## src/design/ssp_pkg.sv

```systemverilog
// ----------------------------------------------------------------------------
// ssp_pkg - shared types and constants of the stack function scratchpad placer
// Request/result payloads, table entry layout, controller commands and status,
// and the circular range overlap test.
// ----------------------------------------------------------------------------
package ssp_pkg;

    // Table geometry
    localparam int MAX_ENTRIES = 16;
    localparam int IDX_W       = $clog2(MAX_ENTRIES);
    localparam int CNT_W       = $clog2(MAX_ENTRIES + 1);

    // Positions and sizes inside the scratchpad
    localparam int POS_W = 17;
    localparam int DIV_W = POS_W + 1;
    localparam int SUM_W = POS_W + CNT_W;
    localparam int STEP_W = $clog2(DIV_W + 1);

    localparam logic [POS_W-1:0] MEM_MAX    = 17'd65536;
    localparam logic [POS_W-1:0] MEM_RESET  = 17'd4096;
    localparam logic [POS_W-1:0] USED_MAX   = 17'h1FFFF;

    // Configuration port
    localparam int CFG_W     = 17;
    localparam int CFG_IDX_W = 1;
    localparam logic [CFG_IDX_W-1:0] CFG_CAPACITY = 1'b0;
    localparam logic [CFG_IDX_W-1:0] CFG_IGNORE   = 1'b1;

    typedef enum logic [2:0] {
        ST_RESIDENT = 3'd0,
        ST_PLACED   = 3'd1,
        ST_OVR_IGN  = 3'd2,
        ST_OVR_ERR  = 3'd3,
        ST_NO_PRED  = 3'd4,
        ST_FULL     = 3'd5
    } t_status;

    typedef struct packed {
        logic        req_type;
        logic [31:0] target_addr;
        logic [19:0] func_size;
        logic [31:0] pred_addr;
    } t_req;

    typedef struct packed {
        t_status     status;
        logic [16:0] place_begin;
        logic [16:0] place_end;
        logic [4:0]  evicted_count;
        logic [16:0] used_bytes;
        logic [4:0]  entry_count;
    } t_res;

    typedef struct packed {
        logic [31:0]      addr;
        logic [POS_W-1:0] pbeg;
        logic [POS_W-1:0] pend;
        logic [POS_W-1:0] bytes;
    } t_entry;

    typedef enum logic [2:0] {
        S_IDLE,
        S_CHECK,
        S_SCAN,
        S_MOD,
        S_OVL,
        S_FIN
    } t_state;

    typedef struct packed {
        logic    load;
        logic    walk_en;
        logic    walk_clr;
        logic    scan;
        logic    ovl;
        logic    mod_start;
        logic    set_range;
        logic    commit;
        logic    finish;
        t_status status;
    } t_cmd;

    typedef struct packed {
        logic oversize;
        logic ignore;
        logic hit;
        logic pfound;
        logic empty;
        logic is_ret;
        logic walk_done;
        logic mod_done;
        logic full_no_evict;
    } t_stat;

    // Circular ranges [ab, ae) and [bb, be) modulo m share at least one byte
    function automatic logic ranges_overlap(
        input logic [POS_W-1:0] ab,
        input logic [POS_W-1:0] ae,
        input logic [POS_W-1:0] bb,
        input logic [POS_W-1:0] be,
        input logic [POS_W-1:0] m
    );
        logic           wa;
        logic           wb;
        logic [POS_W:0] a_lim;
        logic [POS_W:0] b_lim;
        logic           a_in_b;
        logic           b_in_a;
        wa     = ab > ae;
        wb     = bb > be;
        a_lim  = wa ? ({1'b0, ae} + {1'b0, m}) : {1'b0, ae};
        b_lim  = wb ? ({1'b0, be} + {1'b0, m}) : {1'b0, be};
        a_in_b = (ab >= bb) && (({1'b0, ab} < b_lim) || (wa && (ae > bb)));
        b_in_a = (bb >= ab) && (({1'b0, bb} < a_lim) || (wb && (be > ab)));
        return a_in_b || b_in_a;
    endfunction

    // Clamp a table count to the 5-bit result field
    function automatic logic [4:0] sat_cnt(input logic [CNT_W-1:0] v);
        logic [31:0] w;
        w = 32'(v);
        if (w > 32'd31) begin
            return 5'd31;
        end
        return w[4:0];
    endfunction

endpackage

```

## src/design/ssp_mod.sv

```systemverilog
// ----------------------------------------------------------------------------
// ssp_mod - serial remainder unit
// Restoring remainder of an 18-bit dividend by a 17-bit modulus, one
// dividend bit per cycle; pulses done when the remainder is valid.
// ----------------------------------------------------------------------------
module ssp_mod
    import ssp_pkg::*;
(
    input  logic             i_clk,
    input  logic             i_rst_n,
    input  logic             i_start,
    input  logic [DIV_W-1:0] i_dividend,
    input  logic [POS_W-1:0] i_modulus,
    output logic             o_done,
    output logic [POS_W-1:0] o_rem
);

    logic              r_run;
    logic              r_done;
    logic [STEP_W-1:0] r_step;
    logic [DIV_W-1:0]  r_div;
    logic [POS_W-1:0]  r_mod;
    logic [POS_W-1:0]  r_rem;
    logic [DIV_W-1:0]  trial;
    logic [POS_W-1:0]  n_rem;

    // Shift in the next dividend bit and subtract when it fits
    always_comb begin
        trial = {r_rem, r_div[DIV_W-1]};
        if (trial >= {1'b0, r_mod}) begin
            n_rem = POS_W'(trial - {1'b0, r_mod});
        end else begin
            n_rem = trial[POS_W-1:0];
        end
    end

    // Advance the step counter
    always_ff @(posedge i_clk) begin
        if (!i_rst_n) begin
            r_run  <= 1'b0;
            r_done <= 1'b0;
            r_step <= '0;
        end else begin
            r_done <= 1'b0;
            if (i_start) begin
                r_run  <= 1'b1;
                r_step <= '0;
            end else if (r_run) begin
                r_step <= r_step + 1'b1;
                if (r_step == STEP_W'(DIV_W - 1)) begin
                    r_run  <= 1'b0;
                    r_done <= 1'b1;
                end
            end
        end
    end

    // Hold operands and partial remainder
    always_ff @(posedge i_clk) begin
        if (i_start) begin
            r_div <= i_dividend;
            r_mod <= i_modulus;
            r_rem <= '0;
        end else if (r_run) begin
            r_div <= {r_div[DIV_W-2:0], 1'b0};
            r_rem <= n_rem;
        end
    end

    assign o_done = r_done;
    assign o_rem  = r_rem;

endmodule

```

## src/design/ssp_ctrl.sv

```systemverilog
// ----------------------------------------------------------------------------
// ssp_ctrl - placement sequencer
// Steps one activation through size check, residency scan, position
// computation, overlap scan and table update.
// ----------------------------------------------------------------------------
module ssp_ctrl
    import ssp_pkg::*;
(
    input  logic  i_clk,
    input  logic  i_rst_n,
    input  logic  i_start,
    input  t_stat i_stat,
    output t_cmd  o_cmd,
    output logic  o_busy
);

    t_state r_state;
    t_state n_state;

    // Hold state
    always_ff @(posedge i_clk) begin
        if (!i_rst_n) begin
            r_state <= S_IDLE;
        end else begin
            r_state <= n_state;
        end
    end

    // Next state
    always_comb begin
        n_state = r_state;
        unique case (r_state)
            S_IDLE: begin
                if (i_start) n_state = S_CHECK;
            end
            S_CHECK: begin
                n_state = i_stat.oversize ? S_IDLE : S_SCAN;
            end
            S_SCAN: begin
                if (i_stat.hit) begin
                    n_state = S_IDLE;
                end else if (i_stat.walk_done) begin
                    if (i_stat.empty && !i_stat.is_ret) n_state = S_OVL;
                    else if (!i_stat.pfound)            n_state = S_IDLE;
                    else                                n_state = S_MOD;
                end
            end
            S_MOD: begin
                if (i_stat.mod_done) n_state = S_OVL;
            end
            S_OVL: begin
                if (i_stat.walk_done) n_state = S_FIN;
            end
            S_FIN: begin
                n_state = S_IDLE;
            end
            default: n_state = S_IDLE;
        endcase
    end

    // Commands to the datapath
    always_comb begin
        o_cmd        = '0;
        o_cmd.status = ST_RESIDENT;
        unique case (r_state)
            S_IDLE: begin
                o_cmd.load = i_start;
            end
            S_CHECK: begin
                if (i_stat.oversize) begin
                    o_cmd.finish = 1'b1;
                    o_cmd.status = i_stat.ignore ? ST_OVR_IGN : ST_OVR_ERR;
                end
            end
            S_SCAN: begin
                o_cmd.walk_en = 1'b1;
                o_cmd.scan    = 1'b1;
                if (i_stat.hit) begin
                    o_cmd.finish = 1'b1;
                    o_cmd.status = ST_RESIDENT;
                end else if (i_stat.walk_done) begin
                    if (i_stat.empty && !i_stat.is_ret) begin
                        o_cmd.set_range = 1'b1;
                        o_cmd.walk_clr  = 1'b1;
                    end else if (!i_stat.pfound) begin
                        o_cmd.finish = 1'b1;
                        o_cmd.status = ST_NO_PRED;
                    end else begin
                        o_cmd.mod_start = 1'b1;
                    end
                end
            end
            S_MOD: begin
                if (i_stat.mod_done) begin
                    o_cmd.set_range = 1'b1;
                    o_cmd.walk_clr  = 1'b1;
                end
            end
            S_OVL: begin
                o_cmd.walk_en = 1'b1;
                o_cmd.ovl     = 1'b1;
            end
            S_FIN: begin
                o_cmd.finish = 1'b1;
                if (i_stat.full_no_evict) begin
                    o_cmd.status = ST_FULL;
                end else begin
                    o_cmd.status = ST_PLACED;
                    o_cmd.commit = 1'b1;
                end
            end
            default: o_cmd = '0;
        endcase
    end

    assign o_busy = (r_state != S_IDLE);

endmodule

```

## src/design/ssp_dp.sv

```systemverilog
// ----------------------------------------------------------------------------
// ssp_dp - placer datapath
// Configuration registers, function table memory with valid bits, table
// walk with residency and overlap tests, and the result register.
// ----------------------------------------------------------------------------
module ssp_dp
    import ssp_pkg::*;
(
    input  logic                 i_clk,
    input  logic                 i_rst_n,
    input  logic                 i_cfg_we,
    input  logic [CFG_IDX_W-1:0] i_cfg_idx,
    input  logic [CFG_W-1:0]     i_cfg_data,
    input  t_req                 i_req,
    input  t_cmd                 i_cmd,
    output t_stat                o_stat,
    output t_res                 o_res,
    output logic                 o_valid
);

    // Configuration
    logic [POS_W-1:0] r_capacity;
    logic             r_ignore;

    // Current request
    t_req             r_req;
    logic [POS_W-1:0] r_m;
    logic [POS_W-1:0] eff_m;
    logic [POS_W-1:0] size17;

    // Table
    t_entry                 mem [MAX_ENTRIES];
    t_entry                 r_rd;
    logic [MAX_ENTRIES-1:0] r_valid;
    logic [CNT_W-1:0]       r_cnt;
    logic [POS_W-1:0]       r_used;

    // Walk
    logic [CNT_W-1:0] r_ra;
    logic             r_rv;
    logic [IDX_W-1:0] r_ri;
    logic             ent_ok;
    logic             walk_done;

    // Scan and overlap results
    logic                   r_hit;
    logic                   r_pfound;
    logic [POS_W-1:0]       r_pbeg;
    logic [POS_W-1:0]       r_pend;
    logic [POS_W-1:0]       r_nb;
    logic [POS_W-1:0]       r_ne;
    logic [MAX_ENTRIES-1:0] r_evict;
    logic [CNT_W-1:0]       r_ev;
    logic [SUM_W-1:0]       r_sum;

    // Remainder unit
    logic [DIV_W-1:0] dividend;
    logic             mod_done;
    logic [POS_W-1:0] mod_rem;

    // Commit values
    logic [MAX_ENTRIES-1:0] free_vec;
    logic [IDX_W-1:0]       free_idx;
    logic [SUM_W-1:0]       sum_new;
    logic [POS_W-1:0]       used_new;
    logic [CNT_W-1:0]       cnt_new;

    t_res r_res;
    logic r_out_vld;

    // Write configuration registers
    always_ff @(posedge i_clk) begin
        if (!i_rst_n) begin
            r_capacity <= MEM_RESET;
            r_ignore   <= 1'b1;
        end else if (i_cfg_we) begin
            unique case (i_cfg_idx)
                CFG_CAPACITY: r_capacity <= i_cfg_data;
                CFG_IGNORE:   r_ignore   <= i_cfg_data[0];
                default:      r_ignore   <= r_ignore;
            endcase
        end
    end

    // Clamp capacity to the supported range
    always_comb begin
        if (r_capacity == '0)         eff_m = POS_W'(1);
        else if (r_capacity > MEM_MAX) eff_m = MEM_MAX;
        else                          eff_m = r_capacity;
    end

    // Capture the request
    always_ff @(posedge i_clk) begin
        if (i_cmd.load) begin
            r_req <= i_req;
            r_m   <= eff_m;
        end
    end

    assign size17 = r_req.func_size[POS_W-1:0];

    // Table memory: one write, one registered read
    always_ff @(posedge i_clk) begin
        if (i_cmd.commit) begin
            mem[free_idx] <= '{addr: r_req.target_addr, pbeg: r_nb, pend: r_ne, bytes: size17};
        end
        r_rd <= mem[r_ra[IDX_W-1:0]];
    end

    // Advance the table walk
    always_ff @(posedge i_clk) begin
        if (!i_rst_n) begin
            r_ra <= '0;
            r_rv <= 1'b0;
        end else if (i_cmd.load || i_cmd.walk_clr) begin
            r_ra <= '0;
            r_rv <= 1'b0;
        end else if (i_cmd.walk_en && (r_ra != CNT_W'(MAX_ENTRIES))) begin
            r_ra <= r_ra + 1'b1;
            r_rv <= 1'b1;
        end else begin
            r_rv <= 1'b0;
        end
    end

    always_ff @(posedge i_clk) begin
        r_ri <= r_ra[IDX_W-1:0];
    end

    assign ent_ok    = r_rv && r_valid[r_ri];
    assign walk_done = (r_ra == CNT_W'(MAX_ENTRIES)) && !r_rv;

    // Residency scan: find a hit and the first predecessor entry
    always_ff @(posedge i_clk) begin
        if (!i_rst_n) begin
            r_hit    <= 1'b0;
            r_pfound <= 1'b0;
        end else if (i_cmd.load) begin
            r_hit    <= 1'b0;
            r_pfound <= 1'b0;
        end else if (i_cmd.scan && ent_ok) begin
            if (r_rd.addr == r_req.target_addr) r_hit <= 1'b1;
            if (!r_pfound && (r_rd.addr == r_req.pred_addr)) r_pfound <= 1'b1;
        end
    end

    always_ff @(posedge i_clk) begin
        if (i_cmd.scan && ent_ok && !r_pfound && (r_rd.addr == r_req.pred_addr)) begin
            r_pbeg <= r_rd.pbeg;
            r_pend <= r_rd.pend;
        end
    end

    // Position after (call) or before (return) the predecessor
    assign dividend = r_req.req_type
        ? DIV_W'({1'b0, r_pbeg} + {1'b0, r_m} - {1'b0, size17})
        : DIV_W'({1'b0, r_pend} + {1'b0, size17});

    ssp_mod u_mod (
        .i_clk      (i_clk),
        .i_rst_n    (i_rst_n),
        .i_start    (i_cmd.mod_start),
        .i_dividend (dividend),
        .i_modulus  (r_m),
        .o_done     (mod_done),
        .o_rem      (mod_rem)
    );

    // Set the new range
    always_ff @(posedge i_clk) begin
        if (i_cmd.set_range) begin
            if ((r_cnt == '0) && !r_req.req_type) begin
                r_nb <= '0;
                r_ne <= size17;
            end else if (!r_req.req_type) begin
                r_nb <= r_pend;
                r_ne <= mod_rem;
            end else begin
                r_nb <= mod_rem;
                r_ne <= r_pbeg;
            end
        end
    end

    // Overlap scan: mark evictions, sum the surviving sizes
    always_ff @(posedge i_clk) begin
        if (!i_rst_n) begin
            r_evict <= '0;
            r_ev    <= '0;
            r_sum   <= '0;
        end else if (i_cmd.walk_clr) begin
            r_evict <= '0;
            r_ev    <= '0;
            r_sum   <= '0;
        end else if (i_cmd.ovl && ent_ok) begin
            if (ranges_overlap(r_nb, r_ne, r_rd.pbeg, r_rd.pend, r_m)) begin
                r_evict[r_ri] <= 1'b1;
                r_ev          <= r_ev + 1'b1;
            end else begin
                r_sum <= r_sum + SUM_W'(r_rd.bytes);
            end
        end
    end

    // Lowest free slot after evictions
    assign free_vec = ~r_valid | r_evict;
    always_comb begin
        free_idx = '0;
        for (int i = MAX_ENTRIES - 1; i >= 0; i--) begin
            if (free_vec[i]) free_idx = IDX_W'(i);
        end
    end

    assign sum_new  = r_sum + SUM_W'(size17);
    assign used_new = (sum_new > SUM_W'(USED_MAX)) ? USED_MAX : sum_new[POS_W-1:0];
    assign cnt_new  = r_cnt - r_ev + 1'b1;

    // Update valid bits and table totals
    always_ff @(posedge i_clk) begin
        if (!i_rst_n) begin
            r_valid <= '0;
            r_cnt   <= '0;
            r_used  <= '0;
        end else if (i_cmd.commit) begin
            r_valid <= (r_valid & ~r_evict) | (MAX_ENTRIES'(1) << free_idx);
            r_cnt   <= cnt_new;
            r_used  <= used_new;
        end
    end

    // Result register
    always_ff @(posedge i_clk) begin
        if (!i_rst_n) begin
            r_out_vld <= 1'b0;
        end else begin
            r_out_vld <= i_cmd.finish;
        end
    end

    always_ff @(posedge i_clk) begin
        if (i_cmd.finish) begin
            r_res.status <= i_cmd.status;
            if (i_cmd.commit) begin
                r_res.place_begin   <= r_nb;
                r_res.place_end     <= r_ne;
                r_res.evicted_count <= sat_cnt(r_ev);
                r_res.used_bytes    <= used_new;
                r_res.entry_count   <= sat_cnt(cnt_new);
            end else begin
                r_res.place_begin   <= '0;
                r_res.place_end     <= '0;
                r_res.evicted_count <= '0;
                r_res.used_bytes    <= r_used;
                r_res.entry_count   <= sat_cnt(r_cnt);
            end
        end
    end

    // Status to the controller
    always_comb begin
        o_stat.oversize      = r_req.func_size > {3'b000, r_m};
        o_stat.ignore        = r_ignore;
        o_stat.hit           = r_hit;
        o_stat.pfound        = r_pfound;
        o_stat.empty         = (r_cnt == '0);
        o_stat.is_ret        = r_req.req_type;
        o_stat.walk_done     = walk_done;
        o_stat.mod_done      = mod_done;
        o_stat.full_no_evict = (r_cnt == CNT_W'(MAX_ENTRIES)) && (r_ev == '0);
    end

    assign o_res   = r_res;
    assign o_valid = r_out_vld;

endmodule

```

## src/design/stack_function_scratchpad_placer.sv

```systemverilog
// ----------------------------------------------------------------------------
// stack_function_scratchpad_placer - stack-ordered scratchpad function placer
// Oversize requests finish after the size check and a hit during the table
// scan; a missing predecessor finishes after the scan, a first call into an
// empty table skips the remainder step, and any other placement or full table
// takes two table walks over one read port plus an 18-step remainder.
// Throughput: one activation at a time; busy stays high until the result is
// issued, o_valid pulses for one cycle. Synchronous active-low reset empties
// the table and loads a 4096-byte capacity with oversized functions ignored.
// ----------------------------------------------------------------------------
module stack_function_scratchpad_placer
    import ssp_pkg::*;
(
    input  logic                 i_clk,
    input  logic                 i_rst_n,
    input  logic                 start,
    input  t_req                 i_req,
    output logic                 busy,
    output logic                 o_valid,
    output t_res                 o_res,
    input  logic                 i_cfg_we,
    input  logic [CFG_IDX_W-1:0] i_cfg_idx,
    input  logic [CFG_W-1:0]     i_cfg_data
);

    t_cmd  cmd;
    t_stat stat;
    logic  ctrl_busy;
    logic  accept;

    // Transfer a request only while no activation is in flight
    assign accept = start && !ctrl_busy;

    ssp_ctrl u_ctrl (
        .i_clk   (i_clk),
        .i_rst_n (i_rst_n),
        .i_start (accept),
        .i_stat  (stat),
        .o_cmd   (cmd),
        .o_busy  (ctrl_busy)
    );

    ssp_dp u_dp (
        .i_clk      (i_clk),
        .i_rst_n    (i_rst_n),
        .i_cfg_we   (i_cfg_we),
        .i_cfg_idx  (i_cfg_idx),
        .i_cfg_data (i_cfg_data),
        .i_req      (i_req),
        .i_cmd      (cmd),
        .o_stat     (stat),
        .o_res      (o_res),
        .o_valid    (o_valid)
    );

    assign busy = ctrl_busy;

endmodule

```

## config.mk

```make
export PLATFORM = sky130hd
export DESIGN_NAME = stack_function_scratchpad_placer
export DESIGN_NICKNAME = d
export VERILOG_FILES = /design/src/design/ssp_pkg.sv /design/src/design/ssp_mod.sv /design/src/design/ssp_ctrl.sv /design/src/design/ssp_dp.sv /design/src/design/stack_function_scratchpad_placer.sv
export SDC_FILE = /design/constraint.sdc
export NUM_CORES = 2
export LEC_CHECK = 0
export BUFFER_PORTS_ARGS = -buffer_cell sky130_fd_sc_hd__buf_2
export CORE_MARGIN = 2
export CORE_UTILIZATION = 47
export DETAILED_ROUTE_END_ITERATION = 16
export PLACE_DENSITY = 0.7
export SETUP_SLACK_MARGIN = 0.1
export SLEW_MARGIN = 20
export SYNTH_ARGS = -nofsm -noshare
export SYNTH_HDL_FRONTEND = slang
export SYNTH_SLANG_ARGS = --single-unit
```

## constraint.sdc

```tcl
create_clock -name i_clk -period 11.9 [get_ports i_clk]
set_input_delay 2.38 -clock i_clk [delete_from_list [all_inputs] [get_ports i_clk]]
set_output_delay 2.38 -clock i_clk [all_outputs]
set_load 0.005 [all_outputs]
```

Word-level counts from Yosys, hierarchy flattened --
Memories as Yosys holds them, arrays and structs flattened. A register that Yosys moved wholly into a read port is not among the register bits. Cells that the tools add are included.
Word-level totals: register bits after elaboration 408, bits in writable memories 1328, input port bits 107, output and inout bits 66, logic and storage cells 208, memories kept 1
Memory list:
- u_dp.mem | depth 16, bits a word 83, read ports 1, clocked after memory_dff 1, wr ports 1, line ssp_dp.sv:32 | t_entry mem [MAX_ENTRIES];
Cells by class: add/subtract/negate cells 13, magnitude comparators 14, eq/ne operators 15, shifts and indexed selects 1, muxes and demuxes 73, bitwise logic cells 10, reductions and logical operators 44
Operators by type and width (count):
- 17-bit 2-to-1 mux | 6
- 18-bit 2-to-1 mux | 5
- 4-bit 2-to-1 mux | 21
- 17-bit by 17-bit adder with 18-bit output | 4
- 17-bit greater-than comparator | 4
- 32-bit == test | 2
- 16-bit OR | 3
- 22-bit by 17-bit adder with 22-bit output | 2
- 17-bit by 18-bit < comparator with 1-bit output | 2
- 17-bit greater-or-equal comparator | 2
- 16-bit inverter | 2
- 1-bit 2-to-1 mux | 23
- 22-bit by 17-bit greater-than comparator with 1-bit output (second input constant) | 1
- 22-bit 2-to-1 mux | 1
- 3-bit 2-to-1 mux | 7
- 5-bit by 1-bit adder with 5-bit output (second input constant) | 4
- 20-bit by 17-bit greater-than comparator with 1-bit output | 1
- 18-bit by 17-bit greater-or-equal comparator with 1-bit output | 1
- 18-bit by 17-bit subtractor with 18-bit output | 1
- 17-bit greater-than comparator (second input constant) | 1
- 17-bit zero test | 1
- 17-bit subtractor | 1
- 16-bit bitwise AND | 1
- 1-bit logical AND | 16
- 28 further kinds | 58

Depth between registers and ports, before layout --
word-level depth 20, mapped depth 25, gate-level depth less buffers 24

Modules after synthesis --
A second synthesis with hierarchy kept.
Unflattened totals: cell total of the unflattened synthesis 4611, area total of the unflattened synthesis 77616.9 sq um
By module, submodules not included:
- ssp_dp | times used 1, cells each 4238, area an instance 73937.2 sq um, sequential area each 50808.7 sq um
- ssp_mod | times used 1, cells each 323, area an instance 3275.6 sq um, sequential area each 1531.5 sq um
- ssp_ctrl | times used 1, cells each 49, area an instance 390.4 sq um, sequential area each 60.1 sq um
- stack_function_scratchpad_placer | times used 1, cells each 1, area an instance 13.8 sq um, sequential area each 0.0 sq um

Least setup slack after synthesis --
Ideal clock, no wire load.
kind register -> register, start register u_dp.r_valid[13], end memory u_dp.mem[0][0] in the netlist's numbering (enable), library setup time 0.626 ns, arrival time 7.430 ns, required time 11.274 ns, path slack 3.844 ns, cell stages (with the launch flop) 12, buffers on the path 1, clock period less this slack 8.056 ns, path through dfxtp_1 > nor2b_1 > o21ai_0 > a21oi_1 > o21ai_0 > a31oi_1 > o21ai_0 > a21oi_1 > o21bai_1 > and2_1 > clkbuf_1 > nor3_1
Between the ends: word-level cells in the longest chain between the ends 16
RTL lines:
- start: declaration | line ssp_dp.sv:34 | logic [MAX_ENTRIES-1:0] r_valid;
- start signal: assignment | line ssp_dp.sv:225 | r_valid <= (r_valid & ~r_evict) | (MAX_ENTRIES'(1) << free_idx);
- 16-bit inverter | line ssp_dp.sv:206 | assign free_vec = ~r_valid | r_evict;
- 16-bit OR | line ssp_dp.sv:206
- 4-bit 2-to-1 mux (14 in series) | line ssp_dp.sv:210 | if (free_vec[i]) free_idx = IDX_W'(i);
- end: declaration | line ssp_dp.sv:32
Every way passes these cells.

Worst setup path after layout --
start register u_dp.r_ne[0], end register u_dp.r_evict[13]
Between the ends: word-level cells in the longest chain between the ends 7, elaborated cells between the ends (all ways) 12, those cells by class 1 x add/sub; 3 x order compare; 1 x mux; 7 x reduce/logical
RTL lines:
- start: declaration | line ssp_dp.sv:51 | logic [POS_W-1:0] r_ne;
- start signal: assignment | line ssp_dp.sv:174 | r_ne <= size17;
- start signal: assignment | line ssp_dp.sv:177 | r_ne <= mod_rem;
- start signal: assignment | line ssp_dp.sv:180 | r_ne <= r_pbeg;
- 17-bit by 17-bit adder with 18-bit output / 17-bit greater-than comparator (equally long branches) | line ssp_pkg.sv:111, ssp_pkg.sv:109
- 18-bit 2-to-1 mux | line ssp_pkg.sv:111 | a_lim = wa ? ({1'b0, ae} + {1'b0, m}) : {1'b0, ae};
- 17-bit by 18-bit < comparator with 1-bit output | line ssp_pkg.sv:114 | b_in_a = (bb >= ab) && (({1'b0, bb} < a_lim) || (wb && (be > ab)));
- 1-bit logical OR | line ssp_pkg.sv:114
- 1-bit logical AND | line ssp_pkg.sv:114
- 1-bit logical OR (*) | line ssp_pkg.sv:115 | return a_in_b || b_in_a;
- 2-bit AND reduction (no line) (*)
- end signal: assignment | line ssp_dp.sv:188 | r_evict <= '0;
- end signal: assignment | line ssp_dp.sv:192 | r_evict <= '0;
- end signal: indexed assignment | line ssp_dp.sv:197 | r_evict[r_ri] <= 1'b1;
- end: declaration | line ssp_dp.sv:52 | logic [MAX_ENTRIES-1:0] r_evict;
Every way passes the cells marked *; elsewhere a longest branch is shown, timed or not. A chain may end at the register's enable or synchronous reset.

==> reports/metrics.yaml <==
p_leak_nw: 29.2
dieHeight_um: 409
port_buffers: 172
critPathLaunch: "u_dp.r_ne[0]"
worst-path-max-fanout: 37
async_reset_ff_share_pct: 0
end_kind: "register"
place_congestion: 0.916
drv_slew: 0
worst-endpoint-arrival_ns: 7.26
cts_sinks: 1819
vias_per_cell: 5.97
synthTopCellsByArea: "edfxtp_1, mux4_2, dfxtp_1"
postCtsSetupBuffers: 0
vias: 42536
rows: 148
synth_cell_types: 84
max-cap-violations: 0
syn_to_final_growth_pct: 12.8
skew_ns: 0.0486
slowest_delay_ns: 0.82
nNetsFinal: 5194
worstSkewPairLatency_ns: 0.84
cts_made_buffers: 181
cts_max_path_buffers: 3
maxSlewHeadroom_pct: 23.7
antenna_found_initial: 13
crit_top_cell: "o21ai_0"
start_kind: "register"
dr.pass1.iters: 7
drive_gt1_share_pct: 20.0
period_minus_slack_ns: 6.55
finalNonFillerCells: 7126
min_from: "u_dp.r_evict[1]"
synth_ff_type: "edfxtp_1"
power.density_mw_per_mm2: 154
path_clk_slew_ns: 0.07
drt_iter0_drc: 5043
finalHoldViolations: 0
rsz0062_at_grt: "no"
cts_tree: "yes"
placedCellCount: 6786
dpl.hpwl_um: 111000
yosysWarnings: 0
path_cells: "ha_1 -> inv_1 -> fa_1 -> nor2b_1 -> o21ai_0 -> a21boi_0 -> o21ai_0 -> a21oi_1 -> o21ai_0 -> a21oi_1 -> o221ai_1 -> a2111oi_0 -> nor3_1 -> ha_1 -> o21ai_0 -> a31oi_1 -> a2111o_1 -> a31oi_1 -> nand4b_1 -> o21ai_2 -> a31oi_4 -> buf_4 -> nand2_4 -> o41ai_1"
dieArea_mm2: 0.167
cts_root_buf: "clkbuf_16"
initial_core_util_pct: 47.3
irDropWorstVdd_mv: 0.164
synth-edff-count: 1597
critPathTopFamily: "compound AO/OA/AOI/OAI gates"
cts_resized: 0
cp_slowest_cell: "edfxtp_1"
syn-num-nets: 4943
grt_max_degree: 134
tightest_slew_ns: 1.13
wirelength_um: 193000
finalPower_mw: 13.4
synth_common_cells: "edfxtp_1, mux4_2, ha_1"
avgSynthCellArea_um2: 17.0
period_share_pct: 55.1
hold_path.class: "register to register"
die_w_um: 409
setup_viol: 0
fill_cells: 12687
drc: 0
rr_startpoint: "u_dp.r_ne[0]"
synth.most_common_cell: "edfxtp_1"
syn_inst: 4543
max_freq_mhz: 153
required_ns: 12.61
hold_buffers: 0
yosys.area.top_type: "edfxtp_1"
grt_pass1_wl_um: 282000
grt_pass1_vias: 41718
synth_area_mm2: 0.0770
overflow: 0
synth_seq_cells: 1819
status: "complete, no violations"
crit_type: "register to register"
final.setup.tns_ns: 0
wl_per_cell_um: 27.1
ant_nets: 0
yosysSeqAreaShare_pct: 68.0
core-area_mm2: 0.163
synth_top_area_share_pct: 62.2
diodes: 0
grt.total_usage_pct: 23.0
htree_num_levels: 4
path_buf_inv: 2
io_pins: 173
[final cells by class]
type                            count  area, um^2  area share (%)
Inverter                          210         798           0.919
Tap cell                         2175        2720            3.13
Clock inverter                     77        1020            1.18
Timing Repair Buffer              238        1480            1.71
Clock buffer                      263        5120            5.89
Multi-Input combinational cell   2344       23300            26.8
Sequential cell                  1819       52400            60.3
[cell families (layout without fill, tap and decap cells)]
| family | after synthesis | count (layout) | share of synthesized area, % |
|---|---|---|---|
| xor gates and xnor gates | 164 | 164 | 1.86 |
| muxes | 487 | 487 | 13.2 |
| buffers and inverters | 380 | 788 | 1.89 |
| DFF | 1819 | 1819 | 68.0 |
| AOI/OAI and AO/OA | 606 | 606 | 5.03 |
| adders and majority gates | 293 | 293 | 4.99 |
| and+or+nand+nor | 794 | 794 | 5.06 |
[worst register-to-register path, cell delays in order, from the launching register on]
cell and delay, ns:
edfxtp_1 0.82, ha_1 0.35, inv_1 0.08, fa_1 0.39
nor2b_1 0.16, o21ai_0 0.13, a21boi_0 0.26, o21ai_0 0.15
a21oi_1 0.19, o21ai_0 0.18, a21oi_1 0.38, o221ai_1 0.21
a2111oi_0 0.47, nor3_1 0.12, ha_1 0.31, o21ai_0 0.08
a31oi_1 0.08, a2111o_1 0.40, a31oi_1 0.17, nand4b_1 0.20
o21ai_2 0.10, a31oi_4 0.18, buf_4 0.38, nand2_4 0.25
o41ai_1 0.40
[per-stage QoR]
step / area (um^2) / hold slack (ns) / worst slack (ns) / utilization, %
floorplan: 77000 / 0.329 / 3.84 / -
global placement: 80700 / 0.460 / 5.67 / 49.6
detailed placement: 80700 / 0.467 / 5.48 / 49.6
CTS: 86900 / 0.476 / 5.44 / 53.4
global route: 86900 / 0.495 / 4.70 / 53.4
finish: 86900 / 0.479 / 5.35 / 53.4
[placed cells by master, fill, tap and decap left out, types with 13 or more instances in the layout]
master,Yosys,final
buf_4,3,56
nand2b_1,39,39
bufinv_16,0,13
dfxtp_1,222,218
or3_1,19,19
clkbuf_8,0,24
o21ai_0,144,144
a21oi_1,192,190
ha_1,269,269
a21o_1,43,43
nor4_1,14,13
nor2_1,153,148
nand3_1,75,75
clkbuf_16,0,183
a31oi_1,20,20
clkbuf_1,127,56
xor2_1,51,51
a211oi_1,35,35
edfxtp_1,1597,1597
mux2i_1,63,63
nand4_1,51,51
xnor2_1,113,113
clkinv_1,2,19
inv_1,208,205
nand2_1,237,236
and2_1,62,62
nor3_1,59,48
clkinv_2,0,27
fa_1,24,24
nor2b_1,29,29
o211ai_1,18,18
o41ai_1,30,30
buf_2,8,172
mux4_2,420,420
and3_1,17,16
o21a_1,19,19
[flip-flops by register name, summed over array words and instances (netlist names), 18 cells and up]
name and cells:
u_dp.r_req 84, u_dp.r_sum 22, u_dp.o_res 64, u_dp.r_rd 83
u_dp.u_mod.r_div 18, u_dp.mem 1328
[report_power, final]
group | internal (mW) | switching, mW
clock | 3.31 | 2.48
combinational | 0.211 | 0.312
sequential | 6.97 | 0.0907
[final timing paths]
kind	to	slack, ns	cells after the start
worst min register to register	u_dp.r_evict[1]	0.48	2
worst max register to register	u_dp.r_evict[13]	5.35	24
worst max-delay path	u_dp.r_evict[13]	5.35	24
worst min-delay path	u_dp.r_evict[1]	0.48	2
[layer usage]
metal | vias to the layer above | GRT usage, % | part of all wire [%]
li1 | 18461 | - | -
met1 | 21859 | 33.9 | 43
met2 | 1910 | 35.5 | 46
met3 | 298 | 3.92 | 8.3
met4 | 8 | 6.11 | 2.3
met5 | - | 0 | 0.026
(Power assumes the default switching activity.)
